===== src/kvt_pkg.sv =====
// Shared constants, command codes and inter-module structs of the key/value table.
// No dependencies.
package kvt_pkg;

    localparam int MAX_ENTRIES_DEF = 256;
    localparam int KEY_BITS_DEF    = 32;
    localparam int VALUE_BITS_DEF  = 32;

    localparam int DATA_W      = 32;
    localparam int POS_W       = 8;
    localparam int CMD_W       = 3;
    localparam int COUNT_W     = 9;
    localparam int CELL_ENTRIES = 16;
    localparam int IDX_MAX_W   = 12;
    localparam int COUNT_MAX_W = 13;

    localparam logic [CMD_W-1:0] CMD_INSERT  = 3'd0;
    localparam logic [CMD_W-1:0] CMD_UPDATE  = 3'd1;
    localparam logic [CMD_W-1:0] CMD_UPSERT  = 3'd2;
    localparam logic [CMD_W-1:0] CMD_ERASE   = 3'd3;
    localparam logic [CMD_W-1:0] CMD_LOOKUP  = 3'd4;
    localparam logic [CMD_W-1:0] CMD_READ_AT = 3'd5;

    // Request broadcast to every cell during a scan.
    typedef struct packed {
        logic [DATA_W-1:0]      key;
        logic [COUNT_MAX_W-1:0] count;
        logic [IDX_MAX_W-1:0]   sel_idx;
    } req_t;

    // Write broadcast to every cell; the entry at idx takes it.
    typedef struct packed {
        logic                  en;
        logic                  key_en;
        logic [IDX_MAX_W-1:0]  idx;
        logic [DATA_W-1:0]     key;
        logic [DATA_W-1:0]     value;
    } wr_t;

    // Word handed from cell to cell: key-match lane and position-select lane.
    typedef struct packed {
        logic                  hit;
        logic [IDX_MAX_W-1:0]  hit_idx;
        logic [DATA_W-1:0]     hit_value;
        logic [DATA_W-1:0]     sel_key;
        logic [DATA_W-1:0]     sel_value;
    } scan_bus_t;

endpackage


===== src/kvt_ctrl.sv =====
// Sequencer of the table: takes a request, waits out the scan, applies the write, reports.
// Depends on kvt_pkg.
module kvt_ctrl #(
    parameter int MAX_ENTRIES = kvt_pkg::MAX_ENTRIES_DEF,
    parameter int KEY_BITS    = kvt_pkg::KEY_BITS_DEF,
    parameter int VALUE_BITS  = kvt_pkg::VALUE_BITS_DEF
) (
    input  logic                          clk,
    input  logic                          rst_n,
    input  logic                          start,
    output logic                          busy,
    input  logic [kvt_pkg::CMD_W-1:0]     cmd,
    input  logic [kvt_pkg::DATA_W-1:0]    req_key,
    input  logic [kvt_pkg::DATA_W-1:0]    req_value,
    input  logic [kvt_pkg::POS_W-1:0]     position,
    output logic                          done,
    output logic                          ok,
    output logic [kvt_pkg::DATA_W-1:0]    found_key,
    output logic [kvt_pkg::DATA_W-1:0]    found_value,
    output logic [kvt_pkg::COUNT_W-1:0]   entry_count,
    output kvt_pkg::req_t                 req,
    output kvt_pkg::wr_t                  wr,
    input  kvt_pkg::scan_bus_t            bus_last
);

    localparam int KEY_W     = (KEY_BITS < kvt_pkg::DATA_W) ? KEY_BITS : kvt_pkg::DATA_W;
    localparam int VAL_W     = (VALUE_BITS < kvt_pkg::DATA_W) ? VALUE_BITS : kvt_pkg::DATA_W;
    localparam int CNT_W     = $clog2(MAX_ENTRIES + 1);
    localparam int NUM_CELLS = (MAX_ENTRIES + kvt_pkg::CELL_ENTRIES - 1) /
                               kvt_pkg::CELL_ENTRIES;
    localparam int SCAN_W    = (NUM_CELLS > 1) ? $clog2(NUM_CELLS) : 1;

    typedef enum logic [1:0] {S_IDLE, S_SCAN, S_APPLY} state_t;

    state_t                        state_reg, state_next;
    logic [SCAN_W-1:0]             scan_cnt_reg, scan_cnt_next;
    logic [kvt_pkg::CMD_W-1:0]     cmd_reg, cmd_next;
    logic [KEY_W-1:0]              key_reg, key_next;
    logic [VAL_W-1:0]              value_reg, value_next;
    logic [kvt_pkg::POS_W-1:0]     pos_reg, pos_next;
    logic [CNT_W-1:0]              count_reg, count_next;
    logic                          done_reg, done_next;
    logic                          ok_reg, ok_next;
    logic [kvt_pkg::DATA_W-1:0]    fkey_reg, fkey_next;
    logic [kvt_pkg::DATA_W-1:0]    fval_reg, fval_next;

    logic                          full;
    logic                          pos_ok;
    logic [kvt_pkg::IDX_MAX_W-1:0] last_idx;
    logic [kvt_pkg::IDX_MAX_W-1:0] tail_idx;
    logic                          ap_ok;
    logic [kvt_pkg::DATA_W-1:0]    ap_fkey;
    logic [kvt_pkg::DATA_W-1:0]    ap_fval;
    logic [CNT_W-1:0]              ap_count;
    kvt_pkg::wr_t                  ap_wr;

    assign full     = (count_reg == CNT_W'(MAX_ENTRIES));
    assign pos_ok   = kvt_pkg::COUNT_MAX_W'(pos_reg) < kvt_pkg::COUNT_MAX_W'(count_reg);
    assign last_idx = kvt_pkg::IDX_MAX_W'(count_reg - 1'b1);
    assign tail_idx = kvt_pkg::IDX_MAX_W'(count_reg);

    assign req.key     = kvt_pkg::DATA_W'(key_reg);
    assign req.count   = kvt_pkg::COUNT_MAX_W'(count_reg);
    assign req.sel_idx = (cmd_reg == kvt_pkg::CMD_ERASE) ? last_idx
                                                         : kvt_pkg::IDX_MAX_W'(pos_reg);

    // Outcome of the finished scan
    always_comb
    begin
        ap_ok    = 1'b0;
        ap_fkey  = '0;
        ap_fval  = '0;
        ap_count = count_reg;
        ap_wr    = '0;
        unique case (cmd_reg)
            kvt_pkg::CMD_INSERT:
            begin
                if (!bus_last.hit && !full)
                begin
                    ap_ok        = 1'b1;
                    ap_wr.en     = 1'b1;
                    ap_wr.key_en = 1'b1;
                    ap_wr.idx    = tail_idx;
                    ap_wr.key    = kvt_pkg::DATA_W'(key_reg);
                    ap_wr.value  = kvt_pkg::DATA_W'(value_reg);
                    ap_count     = count_reg + 1'b1;
                end
            end
            kvt_pkg::CMD_UPDATE:
            begin
                if (bus_last.hit)
                begin
                    ap_ok       = 1'b1;
                    ap_wr.en    = 1'b1;
                    ap_wr.idx   = bus_last.hit_idx;
                    ap_wr.value = kvt_pkg::DATA_W'(value_reg);
                end
            end
            kvt_pkg::CMD_UPSERT:
            begin
                if (bus_last.hit)
                begin
                    ap_ok       = 1'b1;
                    ap_wr.en    = 1'b1;
                    ap_wr.idx   = bus_last.hit_idx;
                    ap_wr.value = kvt_pkg::DATA_W'(value_reg);
                end
                else if (!full)
                begin
                    ap_ok        = 1'b1;
                    ap_wr.en     = 1'b1;
                    ap_wr.key_en = 1'b1;
                    ap_wr.idx    = tail_idx;
                    ap_wr.key    = kvt_pkg::DATA_W'(key_reg);
                    ap_wr.value  = kvt_pkg::DATA_W'(value_reg);
                    ap_count     = count_reg + 1'b1;
                end
            end
            kvt_pkg::CMD_ERASE:
            begin
                // last pair fills the hole
                if (bus_last.hit)
                begin
                    ap_ok        = 1'b1;
                    ap_wr.en     = 1'b1;
                    ap_wr.key_en = 1'b1;
                    ap_wr.idx    = bus_last.hit_idx;
                    ap_wr.key    = bus_last.sel_key;
                    ap_wr.value  = bus_last.sel_value;
                    ap_count     = count_reg - 1'b1;
                end
            end
            kvt_pkg::CMD_LOOKUP:
            begin
                if (bus_last.hit)
                begin
                    ap_ok   = 1'b1;
                    ap_fval = bus_last.hit_value;
                end
            end
            kvt_pkg::CMD_READ_AT:
            begin
                if (pos_ok)
                begin
                    ap_ok   = 1'b1;
                    ap_fkey = bus_last.sel_key;
                    ap_fval = bus_last.sel_value;
                end
            end
            default:
            begin
                ap_ok = 1'b0;
            end
        endcase
    end

    always_comb
    begin
        state_next    = state_reg;
        scan_cnt_next = scan_cnt_reg;
        cmd_next      = cmd_reg;
        key_next      = key_reg;
        value_next    = value_reg;
        pos_next      = pos_reg;
        count_next    = count_reg;
        done_next     = 1'b0;
        ok_next       = ok_reg;
        fkey_next     = fkey_reg;
        fval_next     = fval_reg;
        wr            = '0;
        unique case (state_reg)
            S_IDLE:
            begin
                if (start)
                begin
                    cmd_next      = cmd;
                    key_next      = req_key[KEY_W-1:0];
                    value_next    = req_value[VAL_W-1:0];
                    pos_next      = position;
                    scan_cnt_next = SCAN_W'(NUM_CELLS - 1);
                    state_next    = S_SCAN;
                end
            end
            S_SCAN:
            begin
                if (scan_cnt_reg == '0)
                begin
                    state_next = S_APPLY;
                end
                else
                begin
                    scan_cnt_next = scan_cnt_reg - 1'b1;
                end
            end
            S_APPLY:
            begin
                wr         = ap_wr;
                ok_next    = ap_ok;
                fkey_next  = ap_fkey;
                fval_next  = ap_fval;
                count_next = ap_count;
                done_next  = 1'b1;
                state_next = S_IDLE;
            end
            default:
            begin
                state_next = S_IDLE;
            end
        endcase
    end

    always_ff @(posedge clk or negedge rst_n)
    begin
        if (!rst_n)
        begin
            state_reg    <= S_IDLE;
            scan_cnt_reg <= '0;
            cmd_reg      <= '0;
            key_reg      <= '0;
            value_reg    <= '0;
            pos_reg      <= '0;
            count_reg    <= '0;
            done_reg     <= 1'b0;
            ok_reg       <= 1'b0;
            fkey_reg     <= '0;
            fval_reg     <= '0;
        end
        else
        begin
            state_reg    <= state_next;
            scan_cnt_reg <= scan_cnt_next;
            cmd_reg      <= cmd_next;
            key_reg      <= key_next;
            value_reg    <= value_next;
            pos_reg      <= pos_next;
            count_reg    <= count_next;
            done_reg     <= done_next;
            ok_reg       <= ok_next;
            fkey_reg     <= fkey_next;
            fval_reg     <= fval_next;
        end
    end

    assign busy        = (state_reg != S_IDLE);
    assign done        = done_reg;
    assign ok          = ok_reg;
    assign found_key   = fkey_reg;
    assign found_value = fval_reg;
    assign entry_count = kvt_pkg::COUNT_W'(count_reg);

endmodule


===== config.mk =====
export PLATFORM = sky130hd
export DESIGN_NAME = kvt_ctrl
export DESIGN_NICKNAME = d
export VERILOG_FILES = /design/src/kvt_pkg.sv /design/src/kvt_ctrl.sv
export SDC_FILE = /design/constraint.sdc
export NUM_CORES = 1
export LEC_CHECK = 0
export BUFFER_PORTS_ARGS = -buffer_cell sky130_fd_sc_hd__buf_2
export CORE_ASPECT_RATIO = 1.2
export CORE_MARGIN = 4
export CORE_UTILIZATION = 30
export DETAILED_ROUTE_END_ITERATION = 8
export PLACE_DENSITY = 0.67
export SETUP_SLACK_MARGIN = 0.15
export SLEW_MARGIN = 15
export SYNTH_ARGS = -nofsm -noshare
export SYNTH_HDL_FRONTEND = slang
export SYNTH_SLANG_ARGS = --single-unit

===== constraint.sdc =====
create_clock -name clk -period 3.6 [get_ports clk]
set_input_delay 0.54 -clock clk [delete_from_list [all_inputs] [get_ports clk]]
set_output_delay 0.54 -clock clk [all_outputs]
set_load 0.1 [all_outputs]

==> results of run 1 <==
==> worst register-to-register path, cell delays in order, from the launching register on <==
cell       delay [ns]
dfrtp_1          0.52
nand3b_1         0.15
buf_4            0.27
inv_1            0.21
ha_1             0.39
a2111oi_0        0.53
a2111oi_0        0.22
a211oi_1         0.26
nand3_1          0.11
==> worst max-delay path by stage <==
| stage | start | end | slack, ns | cells after the start |
|---|---|---|---|---|
| after CTS | state_reg[1] | wr[55] | 0.18 | 5 |
| final | entry_count[0] | wr[45] | 0.29 | 8 |
| after floorplan | entry_count[2] | req[6] | -0.03 | 6 |
| after global routing | entry_count[0] | wr[63] | 0.15 | 8 |
| after detailed placement | entry_count[0] | wr[11] | 0.64 | 9 |
| after global placement | bus_last[108] | wr[0] | 0.68 | 8 |
==> through the flow <==
| stage | worst slack (ns) | cell area [um^2] |
|---|---|---|
| global route | 0.151 | 11900 |
| detailed placement | 0.638 | 11300 |
| global placement | 0.683 | 11300 |
| CTS | 0.182 | 11900 |
| finish | 0.291 | 11900 |
| floorplan | -0.0261 | 8610 |
==> cell usage in the layout (no fill, tap or decap), drive strengths merged, types with 7 or more instances in the layout <==
cell	count
a21o	7
a21oi	13
a22oi	103
buf	396
clkbuf	39
dfrtp	156
ha	17
inv	16
mux2	77
nand2	113
nor2	90
o21ai	82
xnor2	10
==> kinds of logic (layout without fill, tap and decap cells) <==
kind of cell	Yosys count	in the layout	share of synthesized area, %
other cells	1	5	0.0460
fa+ha+maj	18	18	2.86
compound gates	226	226	18.4
mux	77	77	10.6
simple gates	243	243	12.6
flops	156	156	47.9
xor+xnor	14	14	1.60
buf+inv	100	461	5.96
==> power groups by stage <==
stage	Clock (mW)	Sequential, mW	Combinational [mW]
after floorplan	0	5.61	2.62
after global placement	0	2.96	6.45
after detailed placement	0	2.97	6.52
after CTS	1.85	2.95	6.53
after global routing	1.93	3.04	6.79
final	1.79	2.95	6.49
==> routing by layer <==
| metal | vias to the layer above | track usage, % | wire, um |
|---|---|---|---|
| met3 | 40 | 4.82 | 2040 |
| met1 | 3830 | 23.1 | 11700 |
| li1 | 3644 | - | - |
| met4 | 2 | 5.78 | 529 |
| met2 | 317 | 34.3 | 15500 |
| met5 | - | 0 | 20 |
==> timing repair <==
action                     4_1_cts  5_1_grt
hold buffers                     0        0
resized for setup                1       17
setup endpoints to repair       18       17
==> layout make-up <==
class	instances	area share, %
clock buffers	22	3.81
repair buffers	413	22.5
flip-flops and latches	156	32.8
well taps	335	3.52
inverters	16	0.504
diodes	1	0.0210
clock inverters	10	0.977
multi-input cells	582	35.9
==> qor.log, run 1 <==
[status] status finished, final reports clean
[sta] unrepaired setup endpoints after global routing no
[sta] Tightest Pin Transition 1.01 ns
[power] Cell Pwr Density 942 mW/mm^2
[worst_setup_path] family with the most delay on the worst path buffers and inverters
[drt] post-detailed-route via-to-cell ratio 5.10
[floorplanning] row count 65
[worst_setup_path] r2r worst-path depth 8
[yosys] largest area contributor in the netlist dfrtp_1
[floorplanning] num ports 398
[global_route] pin count of the biggest net entering global routing 82
[yosys] post-synth top area share 47.9%
[placed_design] input/output buffers 393
[worst_hold_path] class of the tightest hold or removal check input pin to asynchronous set/reset pin
[sta] final setup vio count 0
[power] share of power burned in combinational logic 57.8%
[drt] initial DRC count 380
[clock_network] CTS Root Buffer Type clkbuf_16
[sta] relative max-transition margin 32.4%
[yosys] gate count after technology mapping 835
[yosys] top cells by area in the synthesized netlist dfrtp_1 (48%), mux2_2 (11%), a22oi_1 (9.5%)
[worst_setup_path] CP required 3.06 ns
[power] cell-internal power 4.89 mW
[worst_setup_path] critical-path maximum fanout 19
[worst_setup_path] Critical Path Max Stage Delay 0.48 ns
[yosys] number of enable flip-flop cells after synthesis 0
[worst_setup_path] kind of end point of the critical path output pin
[clock_network] clock-pin slew of the registers on the worst-case setup and hold paths 0.06 ns
[power] Total Power Consumption 11.2 mW
[sta] post-route fraction of the period consumed by the critical path 91.9%
[sta] final worst clock skew 0.00750 ns
[power] Seq pwr share 26.3%
[yosys] most used flip-flop cell after synthesis dfrtp_1
[drt] DRC Markers 0
[finish] number of standard cells in the final layout excluding fillers 1,535
[worst_setup_path] Max stage delay cell, worst path dfrtp_2
[clock_network] maximum number of buffers from clock root to sink 2
[floorplanning] initial cell density of the core 30.7%
[clock_network] total clock sinks 156
[clock_network] clock latency at the later pin of the worst-skew pair 0.43 ns
[worst_setup_path] slack of the worst reg-to-reg path 0.82 ns
[yosys] average cell area after synthesis 9.76 um^2
[sta] final worst hold slack 0.162 ns
[yosys] fraction of registers with async set/reset 100%
[sta] Sum Neg Setup Slack 0 ns
[power] total net switching power 6.34 mW
[worst_setup_path] Critical Path AT 2.77 ns
[finish] proportion of layout cells with a drive suffix above 1 51.2%
[finish] area growth from synthesis to final layout 46.2%
[global_route] global-route usage over all layers 19.4%
[worst_setup_path] endpoint of the worst register-to-register path entry_count[8]
[finish] NumNets Final 1,391
[floorplanning] floorplan core area 0.0265 mm^2
[yosys] synthesis-stage register bit count 156
[power] reported leakage power 5.35 nW
[worst_setup_path] CP Buf/Inv Count 3
[placed_design] placed insts 1,502
[global_route] antenna violations before repair 2
[global_route] number of global-route vias before repair 7,999
[drt] via count of the routed design 7,833
[yosys] cell types with the highest counts after synthesis dfrtp_1 (156), nand2_1 (113), a22oi_1 (103)
[floorplanning] die height 189 um
[finish] Final Core Density 44.9%
[sta] max-slew violation count 0
[global_route] remaining global-route overflow 0
[clock_network] clock tree from TritonCTS done
[global_route] global-route wire length before repair 45,300 um
[yosys] Synth Warn # 0
[sta] final period demand of the worst path 3.31 ns
[worst_setup_path] kind of launch point of the worst setup path register
[worst_setup_path] critical setup path kind register to output pin
[finish] area occupied by multi-input gates 0.00427 mm^2
[floorplanning] die outline area 0.0299 mm^2
[floorplanning] horizontal die dimension 158 um
[clock_network] level count of the clock H-tree 4
[yosys] number of distinct standard cells referenced by the synthesized netlist 57
[yosys] most repeated cell in the gate-level netlist after synthesis dfrtp_1
[clock_network] TritonCTS buffer count 17
[worst_setup_path] startpoint of the worst-slack reg-to-reg timing path cmd_reg[2]
[power] IR Drop Worst-Case VDD 0.605 mV
[finish] count of filler cells inserted in the layout 2,542
[placed_design] placed wire-length estimate after detailed placement 22,400 um
[sta] Fmax achieved 302 MHz
[yosys] sequential area share after synthesis 47.9%
[drt] antenna violation net count after detailed routing 0
[worst_setup_path] critical path cell sequence inv_1 -> ha_1 -> nor3b_2 -> a31oi_4 -> buf_4 -> a22oi_1 -> nor2_4 -> buf_2
[yosys] post-synthesis instance area 0.00815 mm^2
[power] power share of the clock group 15.9%
[drt] drt wl/cell 19.4 um
[sta] count of endpoints failing hold in the final timing report 0
[drt] first-pass iteration count of the detailed router 5
[placed_design] final weighted congestion in routability-driven placement 0.824
[drt] wirelength, routed 29,800 um
[power] Switching Fraction 56.4%
[finish] sequential cell area 0.00391 mm^2
[job] max-cap check violation count 0
[clock_network] Post-CTS Repair Setup Buffers 0
Note: power is estimated with default switching activity, not from simulation.
==> inputs of run 2 (changes only) <==
- REMOVE_ABC_BUFFERS: not set -> 1
==> run 2 against run 1 <==
Critical path depth is the same. Fmax increased by 0.77%. Die area did not move. Global-route usage decreased by 0.34 points. Power decreased by 1.8%. Critical path type unchanged. Critical endpoint is now wr[46]. Highest routed layer is now met4.
==> qor.log, run 2 (synthesis results as in run 1) <==
[status] status finished, final reports clean [unchanged]
[worst_setup_path] critical-path maximum fanout 38 [was 19]
[drt] wirelength, routed 29,500 um [was 29,800 um]
[clock_network] total clock sinks 156 [unchanged]
[placed_design] area of placed instances 0.0109 mm^2 [was 0.0113 mm^2]
[floorplanning] num ports 398 [unchanged]
[clock_network] clock-pin slew of the registers on the worst-case setup and hold paths 0.07 ns [was 0.06 ns]
[sta] final period demand of the worst path 3.28 ns [was 3.31 ns]
[floorplanning] initial cell density of the core 30.7% [unchanged]
[clock_network] clock latency at the later pin of the worst-skew pair 0.42 ns [was 0.43 ns]
[finish] highest-count cells in the layout ignoring fill and taps buf_2 (352), dfrtp_1 (156), nand2_1 (113) [was buf_2 (343), dfrtp_1 (154), nand2_1 (113)]
[worst_setup_path] Critical Path AT 2.74 ns [was 2.77 ns]
[placed_design] placed wire-length estimate after detailed placement 21,800 um [was 22,400 um]
[sta] Tightest Pin Transition 0.820 ns [was 1.01 ns]
[worst_setup_path] CP Buf/Inv Count 3 [unchanged]
[floorplanning] floorplan core area 0.0265 mm^2 [unchanged]
[worst_setup_path] critical path cell sequence inv_1 -> ha_1 -> nor3b_2 -> a31oi_4 -> buf_6 -> a22oi_1 -> nor2_1 -> buf_2 [was inv_1 -> ha_1 -> nor3b_2 -> a31oi_4 -> buf_4 -> a22oi_1 -> nor2_4 -> buf_2]
[global_route] remaining global-route overflow 0 [unchanged]
[sta] Final Worst Setup Slack 0.317 ns [was 0.291 ns]
[placed_design] input/output buffers 393 [unchanged]
[power] reported leakage power 5.35 nW [about the same]
[sta] unrepaired setup endpoints after global routing yes [was no]
[global_route] number of global-route vias before repair 7,948 [was 7,999]
[clock_network] maximum number of buffers from clock root to sink 2 [unchanged]
[drt] DRC Markers 0 [unchanged]
[sta] count of endpoints failing hold in the final timing report 0 [unchanged]
[worst_setup_path] Critical Path Max Stage Delay 0.45 ns [was 0.48 ns]
[clock_network] TritonCTS buffer count 17 [unchanged]
[power] Cell Pwr Density 961 mW/mm^2 [was 942 mW/mm^2]
[finish] area growth from synthesis to final layout 40.8% [was 46.2%]
[global_route] global-route usage over all layers 19.1% [was 19.4%]
[floorplanning] die height 189 um [unchanged]
[finish] Final Core Density 43.3% [was 44.9%]
[floorplanning] horizontal die dimension 158 um [unchanged]
[clock_network] Hold Buf Count CTS 0 [unchanged]
[sta] relative max-transition margin 45.3% [was 32.4%]
[clock_network] level count of the clock H-tree 4 [unchanged]
[drt] drt wl/cell 19.2 um [was 19.4 um]
[finish] NumNets Final 1,392 [was 1,391]
[worst_hold_path] class of the tightest hold or removal check input pin to asynchronous set/reset pin [unchanged]
[finish] count of filler cells inserted in the layout 2,620 [was 2,542]
[sta] final worst hold slack 0.0318 ns [was 0.162 ns]
[finish] sequential cell area 0.00390 mm^2 [was 0.00391 mm^2]
[sta] Fmax achieved 305 MHz [was 302 MHz]
[sta] post-route fraction of the period consumed by the critical path 91.2% [was 91.9%]
[power] IR Drop Worst-Case VDD 0.594 mV [was 0.605 mV]
[floorplanning] row count 65 [unchanged]
[sta] max-slew violation count 0 [unchanged]
[finish] proportion of layout cells with a drive suffix above 1 45.2% [was 51.2%]
[sta] Sum Neg Setup Slack 0 ns [unchanged]
[clock_network] clock tree from TritonCTS done [unchanged]
[job] max-cap check violation count 0 [unchanged]
[global_route] global-route wire length before repair 44,600 um [was 45,300 um]
[floorplanning] die outline area 0.0299 mm^2 [unchanged]
[global_route] antenna violations before repair 2 [unchanged]
[drt] first-pass iteration count of the detailed router 5 [unchanged]
[placed_design] placement-stage worst setup slack 0.373 ns [was 0.638 ns]
[worst_setup_path] CP required 3.06 ns [about the same]
[finish] number of standard cells in the final layout excluding fillers 1,537 [was 1,535]
[worst_setup_path] kind of end point of the critical path output pin [unchanged]
[power] Total Power Consumption 11.0 mW [was 11.2 mW]
[sta] final worst clock skew 0.0127 ns [was 0.00750 ns]
[global_route] pin count of the biggest net entering global routing 75 [was 82]
[placed_design] final weighted congestion in routability-driven placement 0.891 [was 0.824]
[drt] post-detailed-route via-to-cell ratio 5.14 [was 5.10]
[finish] commonest non-fill, non-tap cell in the layout buf_2 [unchanged]
[placed_design] placed insts 1,503 [was 1,502]
[finish] post-route cell area 0.0115 mm^2 [was 0.0119 mm^2]
[clock_network] CTS Root Buffer Type clkbuf_16 [unchanged]
[drt] antenna violation net count after detailed routing 0 [unchanged]
[drt] initial DRC count 455 [was 380]
[drt] via count of the routed design 7,897 [was 7,833]
[worst_setup_path] critical setup path kind register to output pin [unchanged]
[worst_setup_path] family with the most delay on the worst path buffers and inverters [unchanged]
[finish] area occupied by multi-input gates 0.00382 mm^2 [was 0.00427 mm^2]
[worst_setup_path] kind of launch point of the worst setup path register [unchanged]
[worst_setup_path] Max stage delay cell, worst path dfrtp_1 [was dfrtp_2]
[sta] final setup vio count 0 [unchanged]
==> run 2: changes by cell type in the layout (fill, tap and decap cells not counted), sizes merged <==
| cell | previous run | this run |
|---|---|---|
| bufinv | 2 | 0 |
| inv | 16 | 20 |
| clkinv | 3 | 4 |
| clkinvlp | 5 | 6 |
| buf | 396 | 410 |
| diode | 1 | 2 |
| clkbuf | 39 | 22 |
==> run 2: worst reg2reg max path: stages (launching register included) <==
cell	delay [ns]
dfrtp_1	0.40
buf_4	0.18
nand3b_1	0.18
inv_1	0.26
ha_1	0.36
a2111oi_0	0.62
a2111oi_0	0.22
a211oi_1	0.25
nand3_1	0.09
==> run 2: where the power goes <==
part           switching (mW)  internal, mW  total (mW)
registers               0.522          2.42        2.94
logic                    4.95          1.44        6.39
clock network           0.782         0.912        1.69
total                    6.26          4.77        11.0
==> run 2: path summary, 6_finish.rpt <==
kind	from	to	slack, ns	cells after the start
worst max register to register	cmd_reg[2]	entry_count[8]	0.92	8
worst min register to register	found_key[29]	found_key[29]	0.48	2
max in group asynchronous	rst_n	ok	2.61	2
min in group clk	bus_last[71]	found_value[7]	0.34	3
worst max-delay path	entry_count[1]	wr[46]	0.32	8
worst min-delay path	rst_n	found_key[26]	0.03	1
==> run 2: metal layers <==
metal	vias up	track usage (%)	share of wire, %
met5	-	0	0
li1	3634	-	-
met2	341	34.4	52
met4	0	6.99	3.3
met3	59	3.79	6.2
met1	3863	22.1	38
==> run 2: cell type report <==
class,instances,share of cell area (%)
inverters,16,0.524
clock buffers,18,3.83
repair buffers,414,23.6
flip-flops and latches,156,34.0
diodes,2,0.0436
multi-input cells,582,33.3
clock inverters,14,0.960
well taps,335,3.65
==> run 2: timing repair <==
action	in CTS	in global routing
setup buffers	0	0
endpoints found under the hold margin	0	0
resized for setup	3	6
endpoints found under the setup margin	37	53
